--- config.mk ---
export PLATFORM = sky130hd
export DESIGN_NAME = utf8_validate_space_collapse_top
export DESIGN_NICKNAME = d
export VERILOG_FILES = /design/src/hdl/u8vsc_pkg.sv /design/src/hdl/u8vsc_front.sv /design/src/hdl/u8vsc_queue.sv /design/src/hdl/u8vsc_back.sv /design/src/hdl/utf8_validate_space_collapse_top.sv
export SDC_FILE = /design/constraint.sdc
export NUM_CORES = 1
export LEC_CHECK = 0
export BUFFER_PORTS_ARGS = -buffer_cell sky130_fd_sc_hd__buf_4
export CAP_MARGIN = 0
export CORE_ASPECT_RATIO = 0.9
export CORE_MARGIN = 2
export CORE_UTILIZATION = 45
export DETAILED_ROUTE_END_ITERATION = 7
export PLACE_DENSITY = 0.72
export SETUP_SLACK_MARGIN = 0.05
export SLEW_MARGIN = 20
export SYNTH_ARGS = -nofsm -noshare
export SYNTH_HDL_FRONTEND = slang
export SYNTH_SLANG_ARGS = --single-unit
export TNS_END_PERCENT = 5
--- constraint.sdc ---
create_clock -name clock -period 20.4 [get_ports clock]
set_input_delay 4.08 -clock clock [delete_from_list [all_inputs] [get_ports clock]]
set_output_delay 4.08 -clock clock [all_outputs]
set_load 0.02 [all_outputs]
--- src/hdl/u8vsc_pkg.sv ---
// Shared types and constants for the UTF-8 validate and space collapse block.
// No dependencies; every other file of the block but the queue refers to this package.
`timescale 1ns / 1ps
`default_nettype none

package u8vsc_pkg;

   // Result kinds.
   localparam logic [1:0] KIND_DATA   = 2'd0;
   localparam logic [1:0] KIND_DONE   = 2'd1;
   localparam logic [1:0] KIND_REJECT = 2'd2;

   // Error codes.
   localparam logic [2:0] ERR_NONE      = 3'd0;
   localparam logic [2:0] ERR_CONTROL   = 3'd1;
   localparam logic [2:0] ERR_INVALID   = 3'd2;
   localparam logic [2:0] ERR_TRUNCATED = 3'd3;
   localparam logic [2:0] ERR_NONSCALAR = 3'd4;
   localparam logic [2:0] ERR_TOO_LONG  = 3'd5;
   localparam logic [2:0] ERR_BLANK     = 3'd6;

   // Configuration register indexes.
   localparam int CSR_INDEX_BITS = 2;
   localparam logic [CSR_INDEX_BITS-1:0] REG_MAX_SCALARS = 2'd0;
   localparam logic [CSR_INDEX_BITS-1:0] REG_MAX_BYTES   = 2'd1;
   localparam int CSR_DATA_BITS = 16;
   localparam logic [CSR_DATA_BITS-1:0] MAX_SCALARS_RESET = 16'd1000;
   localparam logic [CSR_DATA_BITS-1:0] MAX_BYTES_RESET   = 16'd4096;

   localparam int COUNT_BITS_DEFAULT = 16;
   localparam int QUEUE_DEPTH        = 2;

   // Byte values used by the decoder.
   localparam logic [7:0] ASCII_MAX   = 8'h7F;
   localparam logic [7:0] CHAR_SPACE  = 8'h20;
   localparam logic [7:0] CHAR_TAB    = 8'h09;
   localparam logic [7:0] CHAR_LF     = 8'h0A;
   localparam logic [7:0] CHAR_CR     = 8'h0D;
   localparam logic [7:0] LEAD2_MIN   = 8'hC2;
   localparam logic [7:0] LEAD2_MAX   = 8'hDF;
   localparam logic [7:0] LEAD3_MIN   = 8'hE0;
   localparam logic [7:0] LEAD3_MAX   = 8'hEF;
   localparam logic [7:0] LEAD4_MIN   = 8'hF0;
   localparam logic [7:0] LEAD4_MAX   = 8'hF4;
   localparam logic [7:0] LEAD_SURR   = 8'hED;
   localparam logic [7:0] CONT_MAX    = 8'hBF;
   localparam logic [7:0] E0_SECOND_MIN = 8'hA0;
   localparam logic [7:0] ED_SECOND_MAX = 8'h9F;
   localparam logic [7:0] F0_SECOND_MIN = 8'h90;
   localparam logic [7:0] F4_SECOND_MAX = 8'h8F;
   localparam logic [7:0] C1_SECOND_MAX = 8'h9F;

   typedef struct packed {
      logic [7:0] in_byte;
      logic       end_of_text;
   } req_type;

   typedef struct packed {
      logic [1:0]  result_kind;
      logic [7:0]  data_byte;
      logic [2:0]  error_code;
      logic [15:0] scalar_total;
      logic [15:0] byte_total;
      logic        last_of_run;
   } rsp_type;

   // Work handed from the decoder to the emitter for one input byte.
   typedef struct packed {
      logic            space;
      logic [2:0]      nbytes;
      logic [3:0][7:0] bytes;
      logic            has_term;
      logic [1:0]      term_kind;
      logic [2:0]      error_code;
   } job_type;

endpackage

`default_nettype wire

--- src/hdl/u8vsc_front.sv ---
// Decoder front end: configuration registers, UTF-8 sequence tracking,
// whitespace folding, limit checks. Builds at most one job per byte. Uses u8vsc_pkg.
`timescale 1ns / 1ps
`default_nettype none

module u8vsc_front #(
   parameter int COUNT_BITS = u8vsc_pkg::COUNT_BITS_DEFAULT
) (
   input  wire logic                                   clock,
   input  wire logic                                   reset,
   input  wire logic                                   req_valid,
   output logic                                        req_ready,
   input  wire u8vsc_pkg::req_type                     req_item,
   input  wire logic                                   csr_valid,
   input  wire logic [u8vsc_pkg::CSR_INDEX_BITS-1:0]   csr_index,
   input  wire logic [u8vsc_pkg::CSR_DATA_BITS-1:0]    csr_data,
   input  wire logic                                   queue_full,
   output logic                                        job_push,
   output u8vsc_pkg::job_type                          job_ctl,
   output logic [COUNT_BITS-1:0]                       job_scalar,
   output logic [COUNT_BITS-1:0]                       job_byte
);

   localparam int CMP_W = (COUNT_BITS + 1 > 17) ? COUNT_BITS + 1 : 17;

   logic [15:0]           max_scalars_ff;
   logic [15:0]           max_bytes_ff;
   logic                  space_pending_ff, space_pending_in;
   logic [2:0][7:0]       store_ff, store_in;
   logic [2:0]            seq_len_ff, seq_len_in;
   logic [1:0]            seq_pos_ff, seq_pos_in;
   logic                  bad_cont_ff, bad_cont_in;
   logic [COUNT_BITS-1:0] scalar_ff, scalar_in;
   logic [COUNT_BITS-1:0] byte_ff, byte_in;
   logic                  discard_ff, discard_in;

   logic                  fire;
   logic [7:0]            b;
   logic                  eot;
   logic                  is_cont;
   logic                  bad;
   logic [2:0]            pos_next;
   logic [2:0]            len;
   logic [3:0][7:0]       seq_bytes;
   logic [7:0]            lead;
   logic [7:0]            second;
   logic [2:0]            err;
   logic [CMP_W-1:0]      ns;
   logic [CMP_W-1:0]      nb;
   logic                  over;
   logic                  sp_emit;
   logic [2:0]            len_emit;
   logic                  term;
   logic [1:0]            term_kind;
   logic [2:0]            term_err;
   logic                  do_clear;

   assign req_ready = !queue_full;
   assign fire      = req_valid && req_ready;
   assign b         = req_item.in_byte;
   assign eot       = req_item.end_of_text;
   assign is_cont   = (b[7:6] == 2'b10);

   always_comb begin
      space_pending_in = space_pending_ff;
      store_in         = store_ff;
      seq_len_in       = seq_len_ff;
      seq_pos_in       = seq_pos_ff;
      bad_cont_in      = bad_cont_ff;
      scalar_in        = scalar_ff;
      byte_in          = byte_ff;
      discard_in       = discard_ff;
      bad              = 1'b0;
      pos_next         = {1'b0, seq_pos_ff} + 3'd1;
      len              = 3'd0;
      seq_bytes        = '0;
      lead             = 8'h00;
      second           = 8'h00;
      err              = u8vsc_pkg::ERR_NONE;
      ns               = '0;
      nb               = '0;
      over             = 1'b0;
      sp_emit          = 1'b0;
      len_emit         = 3'd0;
      term             = 1'b0;
      term_kind        = u8vsc_pkg::KIND_DATA;
      term_err         = u8vsc_pkg::ERR_NONE;
      do_clear         = 1'b0;

      if (discard_ff) begin
         do_clear = eot;
      end else begin
         if (seq_len_ff != 3'd0) begin
            bad = bad_cont_ff | ~is_cont;
            if (seq_pos_ff != 2'd3) begin
               store_in[seq_pos_ff] = b;
            end
            if (pos_next >= seq_len_ff) begin
               len          = seq_len_ff;
               seq_bytes[0] = store_ff[0];
               seq_bytes[1] = (len == 3'd2) ? b : store_ff[1];
               seq_bytes[2] = (len == 3'd3) ? b : store_ff[2];
               seq_bytes[3] = b;
               lead         = seq_bytes[0];
               second       = seq_bytes[1];
               seq_len_in   = 3'd0;
               seq_pos_in   = 2'd0;
               bad_cont_in  = 1'b0;
               if (bad) begin
                  err = u8vsc_pkg::ERR_INVALID;
               end else if ((len == 3'd3 && lead == u8vsc_pkg::LEAD3_MIN &&
                             second < u8vsc_pkg::E0_SECOND_MIN) ||
                            (len == 3'd3 && lead == u8vsc_pkg::LEAD_SURR &&
                             second > u8vsc_pkg::ED_SECOND_MAX) ||
                            (len == 3'd4 && lead == u8vsc_pkg::LEAD4_MIN &&
                             second < u8vsc_pkg::F0_SECOND_MIN) ||
                            (len == 3'd4 && lead == u8vsc_pkg::LEAD4_MAX &&
                             second > u8vsc_pkg::F4_SECOND_MAX)) begin
                  err = u8vsc_pkg::ERR_NONSCALAR;
               end else if (len == 3'd2 && lead == u8vsc_pkg::LEAD2_MIN &&
                            second <= u8vsc_pkg::C1_SECOND_MAX) begin
                  err = u8vsc_pkg::ERR_CONTROL;
               end
            end else begin
               seq_pos_in  = pos_next[1:0];
               bad_cont_in = bad;
            end
         end else if (b <= u8vsc_pkg::ASCII_MAX) begin
            if (b == u8vsc_pkg::CHAR_SPACE || b == u8vsc_pkg::CHAR_TAB ||
                b == u8vsc_pkg::CHAR_LF || b == u8vsc_pkg::CHAR_CR) begin
               if (byte_ff != '0) begin
                  space_pending_in = 1'b1;
               end
            end else if (b < u8vsc_pkg::CHAR_SPACE || b == u8vsc_pkg::ASCII_MAX) begin
               err = u8vsc_pkg::ERR_CONTROL;
            end else begin
               len          = 3'd1;
               seq_bytes[0] = b;
            end
         end else if (b >= u8vsc_pkg::LEAD2_MIN && b <= u8vsc_pkg::LEAD2_MAX) begin
            store_in[0] = b;
            seq_len_in  = 3'd2;
            seq_pos_in  = 2'd1;
            bad_cont_in = 1'b0;
         end else if (b >= u8vsc_pkg::LEAD3_MIN && b <= u8vsc_pkg::LEAD3_MAX) begin
            store_in[0] = b;
            seq_len_in  = 3'd3;
            seq_pos_in  = 2'd1;
            bad_cont_in = 1'b0;
         end else if (b >= u8vsc_pkg::LEAD4_MIN && b <= u8vsc_pkg::LEAD4_MAX) begin
            store_in[0] = b;
            seq_len_in  = 3'd4;
            seq_pos_in  = 2'd1;
            bad_cont_in = 1'b0;
         end else begin
            err = u8vsc_pkg::ERR_INVALID;
         end

         // A finished scalar is emitted only if it and its pending space fit
         // both the configured limits and the counter range.
         if (err == u8vsc_pkg::ERR_NONE && len != 3'd0) begin
            ns = CMP_W'(scalar_ff) + CMP_W'(space_pending_ff) + CMP_W'(1);
            nb = CMP_W'(byte_ff) + CMP_W'(space_pending_ff) + CMP_W'(len);
            over = (ns > CMP_W'(max_scalars_ff)) || (nb > CMP_W'(max_bytes_ff)) ||
                   ((ns >> COUNT_BITS) != '0) || ((nb >> COUNT_BITS) != '0);
            if (over) begin
               err = u8vsc_pkg::ERR_TOO_LONG;
            end else begin
               sp_emit          = space_pending_ff;
               len_emit         = len;
               scalar_in        = COUNT_BITS'(ns);
               byte_in          = COUNT_BITS'(nb);
               space_pending_in = 1'b0;
            end
         end

         if (err == u8vsc_pkg::ERR_NONE && eot && seq_len_in != 3'd0) begin
            err = u8vsc_pkg::ERR_TRUNCATED;
         end

         if (err != u8vsc_pkg::ERR_NONE) begin
            term      = 1'b1;
            term_kind = u8vsc_pkg::KIND_REJECT;
            term_err  = err;
            do_clear  = 1'b1;
         end else if (eot) begin
            term     = 1'b1;
            do_clear = 1'b1;
            if (byte_in == '0) begin
               term_kind = u8vsc_pkg::KIND_REJECT;
               term_err  = u8vsc_pkg::ERR_BLANK;
            end else begin
               term_kind = u8vsc_pkg::KIND_DONE;
            end
         end
      end

      if (do_clear) begin
         space_pending_in = 1'b0;
         seq_len_in       = 3'd0;
         seq_pos_in       = 2'd0;
         bad_cont_in      = 1'b0;
         scalar_in        = '0;
         byte_in          = '0;
         // An error mid-text drops the rest of it up to the end mark.
         discard_in       = !discard_ff && term && (term_err != u8vsc_pkg::ERR_NONE) &&
                            (term_kind == u8vsc_pkg::KIND_REJECT) && !eot &&
                            (err != u8vsc_pkg::ERR_NONE);
      end
   end

   always_comb begin
      job_ctl.space      = sp_emit;
      job_ctl.nbytes     = len_emit;
      job_ctl.bytes      = seq_bytes;
      job_ctl.has_term   = term;
      job_ctl.term_kind  = term_kind;
      job_ctl.error_code = term_err;
      job_scalar         = scalar_ff;
      job_byte           = byte_ff;
      job_push           = fire && (sp_emit || (len_emit != 3'd0) || term);
   end

   always_ff @(posedge clock) begin
      if (reset) begin
         max_scalars_ff <= u8vsc_pkg::MAX_SCALARS_RESET;
         max_bytes_ff   <= u8vsc_pkg::MAX_BYTES_RESET;
      end else if (csr_valid) begin
         if (csr_index == u8vsc_pkg::REG_MAX_SCALARS) begin
            max_scalars_ff <= csr_data;
         end else if (csr_index == u8vsc_pkg::REG_MAX_BYTES) begin
            max_bytes_ff <= csr_data;
         end
      end
   end

   always_ff @(posedge clock) begin
      if (reset) begin
         space_pending_ff <= 1'b0;
         seq_len_ff       <= 3'd0;
         seq_pos_ff       <= 2'd0;
         bad_cont_ff      <= 1'b0;
         scalar_ff        <= '0;
         byte_ff          <= '0;
         discard_ff       <= 1'b0;
      end else if (fire) begin
         space_pending_ff <= space_pending_in;
         seq_len_ff       <= seq_len_in;
         seq_pos_ff       <= seq_pos_in;
         bad_cont_ff      <= bad_cont_in;
         scalar_ff        <= scalar_in;
         byte_ff          <= byte_in;
         discard_ff       <= discard_in;
      end
   end

   always_ff @(posedge clock) begin
      if (fire) begin
         store_ff <= store_in;
      end
   end

endmodule

`default_nettype wire

--- src/hdl/u8vsc_queue.sv ---
// Small first-in first-out queue of decoder jobs between front and back end.
// Generic payload width; no package dependency.
`timescale 1ns / 1ps
`default_nettype none

module u8vsc_queue #(
   parameter int WIDTH = 8,
   parameter int DEPTH = 2
) (
   input  wire logic             clock,
   input  wire logic             reset,
   input  wire logic             push,
   input  wire logic [WIDTH-1:0] push_data,
   input  wire logic             pop,
   output logic                  full,
   output logic                  not_empty,
   output logic [WIDTH-1:0]      head_data
);

   localparam int PTR_BITS   = (DEPTH > 1) ? $clog2(DEPTH) : 1;
   localparam int COUNT_W    = $clog2(DEPTH + 1);

   logic [WIDTH-1:0]    entry_ff [DEPTH];
   logic [PTR_BITS-1:0] wr_ptr_ff, wr_ptr_in;
   logic [PTR_BITS-1:0] rd_ptr_ff, rd_ptr_in;
   logic [COUNT_W-1:0]  count_ff, count_in;

   assign full      = (count_ff == COUNT_W'(DEPTH));
   assign not_empty = (count_ff != '0);
   assign head_data = entry_ff[rd_ptr_ff];

   always_comb begin
      wr_ptr_in = wr_ptr_ff;
      rd_ptr_in = rd_ptr_ff;
      count_in  = count_ff;
      if (push) begin
         wr_ptr_in = (wr_ptr_ff == PTR_BITS'(DEPTH - 1)) ? '0 : wr_ptr_ff + PTR_BITS'(1);
      end
      if (pop) begin
         rd_ptr_in = (rd_ptr_ff == PTR_BITS'(DEPTH - 1)) ? '0 : rd_ptr_ff + PTR_BITS'(1);
      end
      if (push && !pop) begin
         count_in = count_ff + COUNT_W'(1);
      end else if (pop && !push) begin
         count_in = count_ff - COUNT_W'(1);
      end
   end

   always_ff @(posedge clock) begin
      if (reset) begin
         wr_ptr_ff <= '0;
         rd_ptr_ff <= '0;
         count_ff  <= '0;
      end else begin
         wr_ptr_ff <= wr_ptr_in;
         rd_ptr_ff <= rd_ptr_in;
         count_ff  <= count_in;
      end
   end

   always_ff @(posedge clock) begin
      if (push) begin
         entry_ff[wr_ptr_ff] <= push_data;
      end
   end

endmodule

`default_nettype wire

--- src/hdl/u8vsc_back.sv ---
// Emitter back end: walks one job result by result into the output register.
// Uses u8vsc_pkg for the job and result types.
`timescale 1ns / 1ps
`default_nettype none

module u8vsc_back #(
   parameter int COUNT_BITS = u8vsc_pkg::COUNT_BITS_DEFAULT
) (
   input  wire logic                  clock,
   input  wire logic                  reset,
   input  wire logic                  job_valid,
   input  wire u8vsc_pkg::job_type    job_ctl,
   input  wire logic [COUNT_BITS-1:0] job_scalar,
   input  wire logic [COUNT_BITS-1:0] job_byte,
   output logic                       job_pop,
   output logic                       rsp_valid,
   input  wire logic                  rsp_ready,
   output u8vsc_pkg::rsp_type         rsp_item
);

   logic [2:0]            step_ff, step_in;
   logic                  rsp_valid_ff, rsp_valid_in;
   u8vsc_pkg::rsp_type    rsp_ff, rsp_in;

   logic                  out_free;
   logic                  advance;
   logic [2:0]            total;
   logic [2:0]            data_idx;
   logic                  last;
   logic [COUNT_BITS-1:0] sp_count;
   logic [COUNT_BITS-1:0] cur_scalar;
   logic [COUNT_BITS-1:0] cur_byte;

   assign out_free = !rsp_valid_ff || rsp_ready;
   assign advance  = job_valid && out_free;
   assign total    = 3'(job_ctl.space) + job_ctl.nbytes + 3'(job_ctl.has_term);
   assign data_idx = step_ff - 3'(job_ctl.space);
   assign last     = (step_ff == total - 3'd1);
   assign sp_count = COUNT_BITS'(job_ctl.space);

   always_comb begin
      rsp_in              = rsp_ff;
      rsp_in.data_byte    = 8'h00;
      rsp_in.error_code   = u8vsc_pkg::ERR_NONE;
      rsp_in.last_of_run  = last;
      cur_scalar          = job_scalar;
      cur_byte            = job_byte;
      // Order within one job: pending space, scalar bytes, then the end result.
      if (job_ctl.space && step_ff == 3'd0) begin
         rsp_in.result_kind = u8vsc_pkg::KIND_DATA;
         rsp_in.data_byte   = u8vsc_pkg::CHAR_SPACE;
         cur_scalar         = job_scalar + COUNT_BITS'(1);
         cur_byte           = job_byte + COUNT_BITS'(1);
      end else if (data_idx < job_ctl.nbytes) begin
         rsp_in.result_kind = u8vsc_pkg::KIND_DATA;
         rsp_in.data_byte   = job_ctl.bytes[data_idx[1:0]];
         cur_scalar         = job_scalar + sp_count + COUNT_BITS'(1);
         cur_byte           = job_byte + sp_count + COUNT_BITS'(data_idx) + COUNT_BITS'(1);
      end else begin
         rsp_in.result_kind = job_ctl.term_kind;
         rsp_in.error_code  = job_ctl.error_code;
         cur_scalar         = job_scalar + sp_count + COUNT_BITS'(job_ctl.nbytes != 3'd0);
         cur_byte           = job_byte + sp_count + COUNT_BITS'(job_ctl.nbytes);
      end
      rsp_in.scalar_total = 16'(cur_scalar);
      rsp_in.byte_total   = 16'(cur_byte);

      rsp_valid_in = advance || (rsp_valid_ff && !rsp_ready);
      step_in      = step_ff;
      if (advance) begin
         step_in = last ? 3'd0 : step_ff + 3'd1;
      end
   end

   assign job_pop   = advance && last;
   assign rsp_valid = rsp_valid_ff;
   assign rsp_item  = rsp_ff;

   always_ff @(posedge clock) begin
      if (reset) begin
         step_ff      <= 3'd0;
         rsp_valid_ff <= 1'b0;
      end else begin
         step_ff      <= step_in;
         rsp_valid_ff <= rsp_valid_in;
      end
   end

   always_ff @(posedge clock) begin
      if (advance) begin
         rsp_ff <= rsp_in;
      end
   end

endmodule

`default_nettype wire

--- src/hdl/utf8_validate_space_collapse_top.sv ---
// Top level of the UTF-8 validate and space collapse block.
// Instantiates u8vsc_front, u8vsc_queue and u8vsc_back; uses u8vsc_pkg.
`timescale 1ns / 1ps
`default_nettype none

// Accepts one text byte per cycle and checks strict UTF-8, folds each run of
// whitespace into a single space with none at either end, and enforces the
// max_scalars and max_bytes limits. Every byte is decoded in the cycle it is
// accepted; the results it causes (a space, up to four scalar bytes, and a
// finish or reject) leave through the output register one per cycle unless
// stalled, so a byte completing a scalar after a space yields up to six results.
// A queue of QUEUE_DEPTH jobs between decoder and emitter absorbs such bursts;
// input stalls only when that queue is full. On a reject, all data already
// sent for that text must be dropped; the rest of the text up to its end
// mark is consumed silently. Configuration writes are always accepted and
// must be made only while the block is idle.
module utf8_validate_space_collapse_top #(
   parameter int COUNT_BITS = u8vsc_pkg::COUNT_BITS_DEFAULT
) (
   input  wire logic                                   clock,
   input  wire logic                                   reset,
   input  wire logic                                   req_valid,
   output logic                                        req_ready,
   input  wire u8vsc_pkg::req_type                     req_item,
   output logic                                        rsp_valid,
   input  wire logic                                   rsp_ready,
   output u8vsc_pkg::rsp_type                          rsp_item,
   input  wire logic                                   csr_valid,
   output logic                                        csr_ready,
   input  wire logic [u8vsc_pkg::CSR_INDEX_BITS-1:0]   csr_index,
   input  wire logic [u8vsc_pkg::CSR_DATA_BITS-1:0]    csr_data
);

   localparam int JOB_W = $bits(u8vsc_pkg::job_type) + 2 * COUNT_BITS;

   logic                  queue_full;
   logic                  queue_not_empty;
   logic                  job_push;
   logic                  job_pop;
   u8vsc_pkg::job_type    push_ctl;
   logic [COUNT_BITS-1:0] push_scalar;
   logic [COUNT_BITS-1:0] push_byte;
   logic [JOB_W-1:0]      head_data;
   u8vsc_pkg::job_type    head_ctl;
   logic [COUNT_BITS-1:0] head_scalar;
   logic [COUNT_BITS-1:0] head_byte;

   assign csr_ready = 1'b1;

   u8vsc_front #(
      .COUNT_BITS (COUNT_BITS)
   ) u_front (
      .clock      (clock),
      .reset      (reset),
      .req_valid  (req_valid),
      .req_ready  (req_ready),
      .req_item   (req_item),
      .csr_valid  (csr_valid),
      .csr_index  (csr_index),
      .csr_data   (csr_data),
      .queue_full (queue_full),
      .job_push   (job_push),
      .job_ctl    (push_ctl),
      .job_scalar (push_scalar),
      .job_byte   (push_byte)
   );

   u8vsc_queue #(
      .WIDTH (JOB_W),
      .DEPTH (u8vsc_pkg::QUEUE_DEPTH)
   ) u_queue (
      .clock     (clock),
      .reset     (reset),
      .push      (job_push),
      .push_data ({push_ctl, push_scalar, push_byte}),
      .pop       (job_pop),
      .full      (queue_full),
      .not_empty (queue_not_empty),
      .head_data (head_data)
   );

   assign {head_ctl, head_scalar, head_byte} = head_data;

   u8vsc_back #(
      .COUNT_BITS (COUNT_BITS)
   ) u_back (
      .clock      (clock),
      .reset      (reset),
      .job_valid  (queue_not_empty),
      .job_ctl    (head_ctl),
      .job_scalar (head_scalar),
      .job_byte   (head_byte),
      .job_pop    (job_pop),
      .rsp_valid  (rsp_valid),
      .rsp_ready  (rsp_ready),
      .rsp_item   (rsp_item)
   );

endmodule

`default_nettype wire

==> results <==
- The flow ran to the end, and the final reports show no timing, DRC or antenna violations.
- Across the VDD grid, the largest voltage drop is 0.0752 mV.
- The largest fanout of any net on the critical path is 11.
- The source of the worst register-to-register timing path is u_front.seq_pos_ff[0].
- The total of flip-flops plus latches after synthesis is 299.
- In the global route stage, overall resource usage came out at 20.3%.
- The number of endpoints with negative hold slack in the final report is 0.
- The number of resized instances in the post-cts repair step is 0.
- The first global-routing pass estimated 60,200 um of wire.
- The overall power is 2.23 mW.
- The final number of max-transition violations is 0.
- Buffers inserted during clock tree synthesis total 31.
- In this run the most critical hold path is launched from u_front.max_bytes_ff[6].
- The later-pin clock latency in the skew report is 0.59 ns.
- The floorplan step defined a die boundary enclosing 37,100 um2.
- The average instance in the mapped netlist occupies 10.8 um2.
- After synthesis, the netlist uses 88 different library cells.
- The number of global-route vias before repair is 10,800.
- The number of max-cap violations is 0.
- The routability congestion estimate is 0.912.
- Detailed placement finished with a half-perimeter wire length of 27,100 um.
- The number of rows created at floorplan is 65.
- Along the worst hold path, the cell count comes to 2.
- 0 antenna diodes ended up in the layout.
- The launch point of the worst path is req_item[4].
- The commonest non-fill, non-tap cell in the layout is sky130_fd_sc_hd__edfxtp_1.
- The initial antenna violation count is 0.
- Dividing total power by cell area gives a power density of 123 nW/um2.
- The fraction of layout instances using a drive strength above 1 is 12.8%.
- The placed instances occupy a cell area of 16,900 um2.
- The headroom to the max-slew limit is 34.3%.
- The global route total overflow is 0.
- Before CTS, the worst setup slack after placement is 10.09 ns.
- The number of flops mapped to enable cells by yosys is 218.
- For the worst setup path, the data required time is 20.94 ns.
- The clock tree from TritonCTS is done.
- The area growth from synthesis to layout is 13.2%.
- Clock skew on the completed layout was measured at 0.0175 ns.
- Once layout is done, the placed cells without fillers occupy 18,100 um2.
- Synthesis produced 1,486 cells.
- The analysis attributes to cell leakage a power of 6.57 nW.
- In the finished design, the share of the clock period the worst path needs comes to 48.8%.
- The type of the worst min-delay path is reg -> reg.
- Data arrives at the worst endpoint at 10.49 ns.
- The proportion of register bits with asynchronous set or reset after synthesis is 0%.
- The clock transition at the registers of the reported paths is 0.06 ns.
- The pin count of the biggest net entering global routing is 75.
- The remaining routing DRC violations is 0.
- For this run, the top clock speed supported by timing is 0.101 GHz.
- Of the synthesized area, sequential elements account for 51.1%.
- The number of clock sinks seen by CTS is 299.
- The starting utilization of the core area is 45.6%.
- In this run the deepest clock path goes through 3 buffers.
- The area occupied by registers is 8170 um2.
- Input and output buffers added on the ports amount to 79.
- The hold-critical path endpoint is u_front.max_bytes_ff[6].
- For this block, the routed nets add up to 37,800 um of wire.
- The die is 183 um tall.
- Setup repair after global routing left no endpoint under its margin.
- The starting DRC count in detailed routing is 1,177.
- CTS built an H-tree with a depth of 1.
- The number of vias in the routed layout is 11,600.
- The setup check on the worst reg-to-reg path leaves a slack of 13.25 ns.
- In the layout the commonest cells are 218 x sky130_fd_sc_hd__edfxtp_1, 162 x sky130_fd_sc_hd__nand2_1, 109 x sky130_fd_sc_hd__nor2_1.
- The routed length per instance is 18.7 um.
- The reg-to-reg critical path endpoint is u_front.job_scalar[6].
- After floorplanning, the core was sized to cover 35,100 um2.
- The first-pass iteration count of the detailed router is 7.
- The post-CTS setup-driven buffer insertion count is 0.
- The critical path is of the in -> reg type.
- The most used flip-flop cell after synthesis is sky130_fd_sc_hd__edfxtp_1.
- The setup TNS is 0 ns.
- The final period demand of the worst path is 9.95 ns.
- The number of hold buffers added after CTS was 0.
- The smallest setup slack after layout is 10.45 ns.
- For this run, the post-layout net count is 1,633.
- The post-synth net total is 1,588.
- Setup violations remaining at the end of the flow were counted as 0.
- The multi-input gate area in the final layout is 7270 um2.
- In this run the remaining antenna-violating nets after routing total 0.
- Measured in cells, the most critical reg-to-reg path has a length of 25.
- The category of the worst setup path launch point is a primary input.
- The post-synthesis instance area is 16,000 um2.
- The root cell of the clock tree is sky130_fd_sc_hd__clkbuf_16.
- The die span in x is 203 um.
- The transition at the pin with the smallest max-transition slack is 0.985 ns.
- The type of destination of the critical path is a register.
- Yosys printed 0 warnings.
- Dividing the detail-routed via count by the number of cells gives 5.75.
- Pin placement for this block handled 81 I/O pins.
- The number of filler cells placed in the layout is 3,067.
==> worst max-delay path, cell delays in order <==
cell,delay (ns)
sky130_fd_sc_hd__buf_4,0.15
sky130_fd_sc_hd__nor3_2,0.29
sky130_fd_sc_hd__a311o_1,0.26
sky130_fd_sc_hd__a31oi_4,0.06
sky130_fd_sc_hd__a22oi_1,0.33
sky130_fd_sc_hd__fa_1,0.25
sky130_fd_sc_hd__inv_1,0.08
sky130_fd_sc_hd__ha_1,0.24
sky130_fd_sc_hd__a21oi_1,0.21
sky130_fd_sc_hd__nor2_1,0.09
sky130_fd_sc_hd__a22oi_1,0.75
sky130_fd_sc_hd__nor2_1,0.27
sky130_fd_sc_hd__xnor2_1,0.32
sky130_fd_sc_hd__ha_1,0.30
sky130_fd_sc_hd__nand4_1,0.14
sky130_fd_sc_hd__nor2_1,0.06
sky130_fd_sc_hd__a2111oi_0,0.43
sky130_fd_sc_hd__a31oi_1,0.13
sky130_fd_sc_hd__or3_1,0.54
sky130_fd_sc_hd__a311oi_1,0.84
sky130_fd_sc_hd__buf_4,0.28
sky130_fd_sc_hd__and2_1,0.24
sky130_fd_sc_hd__a31o_2,0.18
==> final cells by class <==
cell class | count | area share [%]
Clock inverter | 16 | 1.22
Multi-Input combinational cell | 1041 | 40.2
Clock buffer | 42 | 5.07
Tap cell | 469 | 3.24
Inverter | 69 | 1.43
Sequential cell | 299 | 45.2
Timing Repair Buffer | 89 | 3.71
==> worst max-delay path by stage <==
| stage | end | slack, ns | depth (start not counted) |
|---|---|---|---|
| finish | u_front.job_scalar[6] | 10.45 | 23 |
| global route | u_front.job_scalar[7] | 10.23 | 23 |
| CTS | u_front.job_scalar[7] | 10.69 | 23 |
| detailed placement | u_front.job_scalar[7] | 10.09 | 23 |
| global placement | u_front.job_scalar[10] | 10.38 | 23 |
| floorplan | u_queue.entry_ff[0][0] | 11.01 | 8 |
==> layer usage <==
metal | share of wire [%] | up-vias | global-route usage [%]
met5 | 0 | - | 0
met4 | 2.4 | 0 | 5.61
met3 | 6.6 | 61 | 2.83
met2 | 42 | 438 | 29.7
met1 | 49 | 5544 | 31.5
li1 | - | 5598 | -
==> registers in the layout (all words and copies together), names as in the netlist, named ones only <==
name and count:
u_queue.wr_ptr_ff 1, u_front.max_scalars_ff 16, u_front.seq_len_ff 3, u_front.seq_pos_ff 2, u_front.job_scalar 16, u_front.discard_ff 1
u_back.rsp_item 46, u_front.store_ff 24, u_queue.count_ff 2, u_back.step_ff 3, u_front.max_bytes_ff 16, u_front.bad_cont_ff 1
u_queue.entry_ff 148, u_queue.rd_ptr_ff 1, u_front.job_byte 16, u_back.rsp_valid 1, u_front.space_pending_ff 1
==> kinds of logic (layout without fill, tap and decap cells) <==
logic type | after synthesis | count (layout) | synth area share, %
AND/OR/NAND/NOR | 508 | 508 | 15.8
flip-flops | 299 | 299 | 51.1
AO/OA/AOI/OAI | 295 | 295 | 12.6
buffers and inverters | 146 | 216 | 3.66
XOR/XNOR | 89 | 89 | 4.88
multiplexers | 78 | 78 | 6.22
adder cells (fa/ha/maj) | 70 | 70 | 5.67
other | 1 | 1 | 0.0235
==> cell usage after synthesis, types with 6 or more instances <==
master,instances,area (um2)
sky130_fd_sc_hd__edfxtp_1,218,6550
sky130_fd_sc_hd__nand2_1,162,608
sky130_fd_sc_hd__nor2_1,110,413
sky130_fd_sc_hd__a21oi_1,89,445
sky130_fd_sc_hd__dfxtp_1,81,1620
sky130_fd_sc_hd__inv_1,68,255
sky130_fd_sc_hd__ha_1,66,826
sky130_fd_sc_hd__xnor2_1,63,552
sky130_fd_sc_hd__clkbuf_1,51,191
sky130_fd_sc_hd__mux2i_1,51,510
sky130_fd_sc_hd__nand3_1,42,210
sky130_fd_sc_hd__o21ai_0,40,200
sky130_fd_sc_hd__nor3_1,33,165
sky130_fd_sc_hd__xor2_1,26,228
sky130_fd_sc_hd__nand4_1,25,156
sky130_fd_sc_hd__a22oi_1,21,158
sky130_fd_sc_hd__and2_1,19,119
sky130_fd_sc_hd__buf_2,18,90.1
sky130_fd_sc_hd__nor4_1,17,106
sky130_fd_sc_hd__mux4_2,16,360
sky130_fd_sc_hd__nor2b_1,16,100
sky130_fd_sc_hd__and3_1,15,93.8
sky130_fd_sc_hd__a31oi_1,14,87.6
sky130_fd_sc_hd__o211ai_1,13,97.6
sky130_fd_sc_hd__nand3b_1,12,90.1
sky130_fd_sc_hd__o31ai_1,12,90.1
sky130_fd_sc_hd__mux2_2,11,124
sky130_fd_sc_hd__a22o_1,10,87.6
sky130_fd_sc_hd__nor3b_1,10,75.1
sky130_fd_sc_hd__o21a_1,10,75.1
sky130_fd_sc_hd__or3_1,10,62.6
sky130_fd_sc_hd__a21o_1,7,52.6
sky130_fd_sc_hd__a31o_2,7,61.3
sky130_fd_sc_hd__a32o_1,7,70.1
sky130_fd_sc_hd__a211oi_1,6,45.0
==> metrics by stage <==
step | util (%) | std cells | hold WS, ns
finish | 51.6 | 2025 | 0.454
global route | 51.6 | 2025 | 0.479
CTS | 51.6 | 2024 | 0.455
detailed placement | 48.3 | 1966 | 0.447
global placement | 48.3 | 1966 | 0.443
floorplan | - | 1486 | 0.420
==> where the power goes <==
| group | total (mW) | leakage (nW) | internal (mW) | switching [mW] |
|---|---|---|---|---|
| clock | 0.610 | 0.540 | 0.368 | 0.242 |
| sequential | 0.852 | 2.72 | 0.806 | 0.0459 |
| combinational | 0.773 | 3.30 | 0.300 | 0.473 |
Power figures use the tool's default switching activity.
